File: src/rtl/mf3_pkg.sv
package mf3_pkg;

  localparam int MAX_WIDTH  = 2048;
  localparam int MAX_HEIGHT = 4096;

  // column index, row index, and the register widths that can hold the maxima
  localparam int COL_W    = $clog2(MAX_WIDTH);
  localparam int ROW_W    = $clog2(MAX_HEIGHT);
  localparam int WIDTH_W  = COL_W + 1;
  localparam int HEIGHT_W = ROW_W + 1;
  localparam int CFG_W    = HEIGHT_W;

  localparam logic [WIDTH_W-1:0]  WIDTH_MIN   = WIDTH_W'(3);
  localparam logic [WIDTH_W-1:0]  WIDTH_MAX   = WIDTH_W'(MAX_WIDTH);
  localparam logic [WIDTH_W-1:0]  WIDTH_RST   = WIDTH_W'(640);
  localparam logic [HEIGHT_W-1:0] HEIGHT_MIN  = HEIGHT_W'(3);
  localparam logic [HEIGHT_W-1:0] HEIGHT_MAX  = HEIGHT_W'(MAX_HEIGHT);
  localparam logic [HEIGHT_W-1:0] HEIGHT_RST  = HEIGHT_W'(480);

  // configuration register indexes
  localparam logic CFG_IMAGE_WIDTH  = 1'b0;
  localparam logic CFG_IMAGE_HEIGHT = 1'b1;

  typedef logic [7:0] pix_t;

  typedef struct packed {
    pix_t pixel;
    logic frame_start;
  } mf3_in_t;

  typedef struct packed {
    pix_t             result_pixel;
    logic [ROW_W-1:0] out_row;
    logic [COL_W-1:0] out_col;
    logic             run_last;
    logic             frame_done;
  } mf3_out_t;

endpackage

File: src/rtl/mf3_median9.sv
module mf3_median9 import mf3_pkg::*; (
  input  pix_t win [9],
  output pix_t med
);

  pix_t p [9];

  function automatic logic [15:0] sort2(input pix_t a, input pix_t b);
    return (a > b) ? {b, a} : {a, b};
  endfunction

  // 19 compare-exchange median network; only p[4] is fully ordered
  always_comb begin
    p = win;
    {p[1], p[2]} = sort2(p[1], p[2]);
    {p[4], p[5]} = sort2(p[4], p[5]);
    {p[7], p[8]} = sort2(p[7], p[8]);
    {p[0], p[1]} = sort2(p[0], p[1]);
    {p[3], p[4]} = sort2(p[3], p[4]);
    {p[6], p[7]} = sort2(p[6], p[7]);
    {p[1], p[2]} = sort2(p[1], p[2]);
    {p[4], p[5]} = sort2(p[4], p[5]);
    {p[7], p[8]} = sort2(p[7], p[8]);
    {p[0], p[3]} = sort2(p[0], p[3]);
    {p[5], p[8]} = sort2(p[5], p[8]);
    {p[4], p[7]} = sort2(p[4], p[7]);
    {p[3], p[6]} = sort2(p[3], p[6]);
    {p[1], p[4]} = sort2(p[1], p[4]);
    {p[2], p[5]} = sort2(p[2], p[5]);
    {p[4], p[7]} = sort2(p[4], p[7]);
    {p[4], p[2]} = sort2(p[4], p[2]);
    {p[6], p[4]} = sort2(p[6], p[4]);
    {p[4], p[2]} = sort2(p[4], p[2]);
  end

  assign med = p[4];

endmodule

File: config.mk
export PLATFORM = sky130hd
export DESIGN_NAME = mf3_median9
export DESIGN_NICKNAME = d
export VERILOG_FILES = /design/src/rtl/mf3_pkg.sv /design/src/rtl/mf3_median9.sv
export SDC_FILE = /design/constraint.sdc
export NUM_CORES = 1
export LEC_CHECK = 0
export BUFFER_PORTS_ARGS = -buffer_cell sky130_fd_sc_hd__buf_4
export CAP_MARGIN = 0
export CORE_MARGIN = 3
export CORE_UTILIZATION = 32
export DETAILED_ROUTE_END_ITERATION = 12
export SLEW_MARGIN = 20
export SYNTH_ARGS = -nofsm -noshare
export SYNTH_HDL_FRONTEND = slang
export SYNTH_SLANG_ARGS = --single-unit
File: constraint.sdc
create_clock -name vclk -period 24.2
set_input_delay 4.84 -clock vclk [all_inputs]
set_output_delay 4.84 -clock vclk [all_outputs]
set_load 0.01 [all_outputs]
# Word-level counts from Yosys, hierarchy flattened
# Index checks and enable logic that the tools add are counted.
# word_totals
register_bits	0
out_inout_bits	8
elab_cells	38
# op_classes
order_cmp	19
muxes	19
# op_table
op	n
two-way mux 16 bit	15
greater-than comparator 8 bit	19
two-way mux 8 bit	4

# Depth between registers and ports, before layout
# Gate-level depths: netlist of run 1.
# depth
ltp_word	18
mapped_depth	94
depth_no_buf	85

# Worst setup path after synthesis of run 1
# No wires, ideal clock.
# synth_timing
path_type	in2out
start	in win[1] (netlist bit)
end	out med[0]
t_arrival_ns	20.002
required_ns	19.360
slack_ns	-0.642
cell_stages	86
n_path_buf	9
path_cell_list	inv_1 > ha_1 > nor2b_1 > o211ai_1 > a21oi_1 > o21ai_1 > clkbuf_1 > buf_1 > nor2_1 > a21oi_1 > ha_1 > a21oi_1 > o21a_1 > a31oi_1 > o2111a_1 > nor2_2 > clkbuf_1 > nor2_1 > (+50 left out) > a21o_1 > a21o_1 > a211oi_1 > o221ai_1 > or2_2 > o21ai_0 > inv_1 > ha_1 > nor2b_1 > o21a_1 > o21ai_0 > nand2b_1 > a21oi_1 > o21ai_0 > o21ai_0 > clkbuf_1 > o32ai_1 > a41oi_1
# synth_via
elab_chain_len	18
elab_cells_between_ends	24
classes_between	12 x order compare; 12 x mux
# synth_rtl
item	line_no	rtl
start, declared	mf3_median9.sv:2	input pix_t win [9],
greater-than comparator 8 bit	mf3_median9.sv:9	return (a > b) ? {b, a} : {a, b};
two-way mux 16 bit *	mf3_median9.sv:9	
greater-than comparator 8 bit	mf3_median9.sv:9	
two-way mux 16 bit	mf3_median9.sv:9	
greater-than comparator 8 bit	mf3_median9.sv:9	
two-way mux 16 bit	mf3_median9.sv:9	
greater-than comparator 8 bit	mf3_median9.sv:9	
two-way mux 16 bit	mf3_median9.sv:9	
(+2 left out)	-	
greater-than comparator 8 bit	mf3_median9.sv:9	
two-way mux 16 bit	mf3_median9.sv:9	
greater-than comparator 8 bit	mf3_median9.sv:9	
two-way mux 16 bit	mf3_median9.sv:9	
greater-than comparator 8 bit	mf3_median9.sv:9	
two-way mux 8 bit	mf3_median9.sv:9	
greater-than comparator 8 bit	mf3_median9.sv:9	
two-way mux 16 bit *	mf3_median9.sv:9	
end, declared	mf3_median9.sv:3	output pix_t med
# Mark *: on every way between the ends. The rest lies on a longest branch, timed or not.

# Final worst setup path of run 1
# layout_timing
start	in win[1] (netlist bit)
end	out med[4]
# The elaborated chain is that of the path after synthesis.

==> results.toml, run 1 <==
[worst_setup_path]
crit_top_cell = "a21oi_2"
path_class = "in -> out"
endpoint_kind = "output pin"
path_buf_inv = 11
worstSetupStartpointType = "primary input"
crit_family = "compound AO/OA/AOI/OAI gates"
critPathMaxStageDelay_ps = 550
worstPathRequired_ps = 19360
crit_slowest_cell = "or4_4"
path_max_fanout = 8
arrival_ps = 18870

[floorplan]
die_w_um = 153.8
ios = 80
core_um2 = 21220
die_h_um = 153.8
fp-row-count = 53
initial_utilization_pct = 32.95
fp.dieArea_um2 = 23660

[run_status]
outcome = "finished, final reports clean"

[timing]
max-slew-margin-rel_pct = 32.71
final-max-slew-violation-count = 0
period_minus_slack_ps = 23710
fmax_mhz = 42.18
hold_viol = 0
post-route-period-util_pct = 97.96
worst_slack_ps = 493.1
tns_ps = 0
setup_viol = 0
tightest_slew_ps = 996.7

[routing]
drt_iter0_markers = 545
dr_total_vias = 8243
routed_wl_um = 24560
wl_per_cell_um = 16.67
drc = 0
dr.pass1.iters = 5
antenna_left = 0
vias_per_cell = 5.596

[cells_and_area]
nClkBuffers = 0
synthToLayoutAreaGrowth_pct = 36.70
fin_nets = 1419
nFillCells = 2147
finalNonFillerCells = 1473
drive_above_1_share_pct = 31.80
n_antenna_cell = 0
regArea_um2 = 0
n_sequential_cell = 0

[logic_synthesis]
syn_nets = 1243
synth_cell_types = 71
netlist_instances = 1024
yosysWarnings = 0
ys_seq_area_share_pct = 0
yosys-top-cells-count = "ha_1, a21oi_1, inv_1, nor2_1, o21ai_0"
synth_top_area_share_pct = 26.30
synth_top_cell_by_area = "ha_1"
postSynthAreaPerCell_um2 = 6.829
yosysMostFrequentCell = "ha_1"
syn_area_um2 = 6993
synth.area.top_cells = "ha_1, mux2i_1, a21oi_1"

[global_routing]
grt.total_usage_pct = 18.42
overflow = 0
antenna_found_initial = 0
grt_pass1_wl_um = 37000
grt_max_degree = 31
grt_pass1_vias = 7566

[worst_hold_path]
min_path_type = "in -> out"

[placed_design]
dp_hpwl_um = 20140
numPortBuffers = 80
dp_cells = 1418
place_ws_ps = -557.5
gp_congestion = 0.9774

[clock_network]
cts_hold_buf = 0

[job]
cap_violations = 0
-- path summary, 6_finish.rpt --
check	start	endpoint	slack, ps	cells after the start
setup / recovery	win[1]	med[4]	490	84
hold / removal	win[19]	med[3]	10610	8
-- layer usage --
metal | track usage, % | vias to the layer above | part of all wire, %
met1 | 24.95 | 3817 | 45
met3 | 0.9569 | 49 | 4.5
li1 | - | 4141 | -
met5 | 0 | - | 0
met2 | 30.94 | 236 | 46
met4 | 6.854 | 0 | 4.0
-- placed cells by master (no fill, tap or decap), types with 8 or more instances in the layout --
master    synthesis  final
and2_1            8      8
nand4_1          12     12
nand2_1          71     62
a21oi_2           0     34
nor3_1           15     12
nor2_2            2      9
nand2b_1         18     18
o21ai_2           1     15
and3_1           13     13
o21ai_0          77     49
nor2b_1          19     17
inv_1            94     91
nand3_1          41     37
a21oi_1         106     69
o21ai_1           8     18
ha_1            147    139
buf_4             1    189
mux2_2           26     25
o211ai_1         15     15
mux2i_1          60     53
a21o_1           24     24
or2_2            10      8
nor2_1           92     83
o21a_1           35     33
buf_6             0      9
-- per-stage QoR --
stage                     hold slack, ps  util [%]  instance area, um^2
after floorplan                    10120         -                 7008
after global placement             10550     39.48                 8377
after detailed placement           10570     39.48                 8377
after CTS                          10570     39.90                 8467
after global routing               10690     45.05                 9559
final                              10610     45.05                 9559
-- what timing repair did --
item                       in CTS  in global routing
gates resized for setup        18                172
setup endpoints to repair       8                  8
cloned                          1                  6
pin swaps                       2                 49
buffers inserted                4                 44
-- final cells by class --
cell class | count | area [um^2] | share of cell area (%)
inverter | 95 | 356.6 | 3.730
multi-input combinational | 897 | 7203 | 75.35
tap | 275 | 344.1 | 3.599
timing repair buffer | 206 | 1655 | 17.32
-- logic make-up (layout without fill, tap and decap cells) --
family	after synthesis	after routing	synth area share, %
buffers and inverters	130	301	7.103
and+or+nand+nor	313	314	21.44
muxes	90	90	13.79
adders and majority gates	148	148	26.44
xor gates and xnor gates	2	2	0.2505
AOI/OAI and AO/OA	341	343	30.97
Power of run 1 is not shown: default switching activity piles up to over one toggle a cycle in this logic, so the estimate is an artifact.
==> run 2, diff against run 1 <==
--- a/config.mk
+++ b/config.mk
@@ -10,6 +10,7 @@
 export CORE_MARGIN = 3
 export CORE_UTILIZATION = 32
 export DETAILED_ROUTE_END_ITERATION = 12
+export MAX_ROUTING_LAYER = met4
 export SLEW_MARGIN = 20
 export SYNTH_ARGS = -nofsm -noshare
 export SYNTH_HDL_FRONTEND = slang
==> run 2 against run 1 <==
  * Fmax increased by 0.53%
  * Clock-buffer cell count did not move
  * Routed wire length fell by 0.22%
  * Critical path type unchanged
  * First-iteration DRC count is 0.92% lower
==> results.toml, run 2 (same netlist as run 1, synthesis figures left out) <==
[cells_and_area]
synthToLayoutAreaGrowth_pct = 36.09
fin_nets = 1419
drive_above_1_share_pct = 32.39
n_antenna_cell = 0
n_sequential_cell = 0
final_cell_mix = "buf_4, ha_1, inv_1, nor2_1, a21oi_1"
regArea_um2 = 0
nClkBuffers = 0
layout_commonest_cell = "buf_4"

[global_routing]
grt_pass1_vias = 7724
overflow = 0
grt_max_degree = 31
grt.total_usage_pct = 19.37
grt_pass1_wl_um = 37740
antenna_found_initial = 0

[timing]
post-route-period-util_pct = 97.45
setup_viol = 0
hold_viol = 0
fin_hold_ws_ps = 10540
fmax_mhz = 42.40
max-slew-margin-rel_pct = 36.46
final-max-slew-violation-count = 0
period_minus_slack_ps = 23580
tightest_slew_ps = 946.7

[clock_network]
cts_hold_buf = 0

[routing]
antenna_left = 0
drt_iter0_markers = 540
drc = 0
dr.pass1.iters = 7
routed_wl_um = 24510
dr_total_vias = 8223
vias_per_cell = 5.582
wl_per_cell_um = 16.64

[worst_setup_path]
critPathMaxStageDelay_ps = 570
crit_slowest_cell = "or4_4"
worstSetupStartpointType = "primary input"
crit_top_cell = "o21ai_2"
worstPathRequired_ps = 19360
critPathLaunch = "win[9]"
arrival_ps = 18740
path_class = "in -> out"
path_max_fanout = 8
endpoint_kind = "output pin"

[floorplan]
die_h_um = 153.8
initial_utilization_pct = 32.95
core_um2 = 21220
die_w_um = 153.8
ios = 80
fp-row-count = 53
fp.dieArea_um2 = 23660

[placed_design]
dp_hpwl_um = 20110
gp_congestion = 0.9598
numPortBuffers = 80

[worst_hold_path]
min_path_type = "in -> out"
worstHoldStart = "win[19]"

[run_status]
outcome = "finished, final reports clean"

[job]
cap_violations = 0
==> run 2: changes by cell type in the layout (fill, tap and decap cells not counted), sizes merged <==
| cell | before | now |
|---|---|---|
| buf | 202 | 204 |
| clkbuf | 4 | 1 |
| clkdlybuf4s15 | 0 | 1 |
==> run 2: metal layers <==
layer	track usage (%)	share of wire, %
met5	-	0
met4	5.425	3.0
met3	0.7318	4.6
met1	25.75	45
met2	32.25	47
==> run 2: worst max-delay path: cells and delay by family <==
family	cells	cell delay [ps]
AO/OA/AOI/OAI	36	5600
multiplexers	1	370
AND/OR/NAND/NOR	23	3700
adder cells (fa/ha/maj)	9	2520
buffers and inverters	13	1710
==> run 2: area by class of cell <==
type,instances,area (um^2)
Fill cell,2173,11700
Inverter,95,356.6
Multi-Input combinational cell,897,7176
Tap cell,275,344.1
Timing Repair Buffer,206,1640
==> run 2: timing repair <==
| action | 4_1_cts | 5_1_grt |
|---|---|---|
| pin swaps | 3 | 70 |
| gates cloned | 2 | 5 |
| endpoints found under the setup margin | 8 | 8 |
| gates resized for setup | 28 | 168 |
| buffers inserted | 7 | 41 |
==> run 2: final timing paths <==
path	cells after the start	end
hold / removal	8	med[3]
setup / recovery	82	med[4]
==> run 2: metrics by stage <==
stage | util, % | cells | area, um^2 | setup slack (ps) | setup TNS (ps)
finish | 44.85 | 1473 | 9517 | 617.8 | 0
global route | 44.85 | 1473 | 9517 | -121.0 | -584.9
CTS | 40.29 | 1428 | 8549 | 25.93 | 0
detailed placement | 39.57 | 1419 | 8397 | -512.3 | -3269
global placement | 39.57 | 1419 | 8397 | -367.7 | -2276
floorplan | - | 1024 | 7008 | 2.109 | 0
Power of run 2 is left out for the same reason.
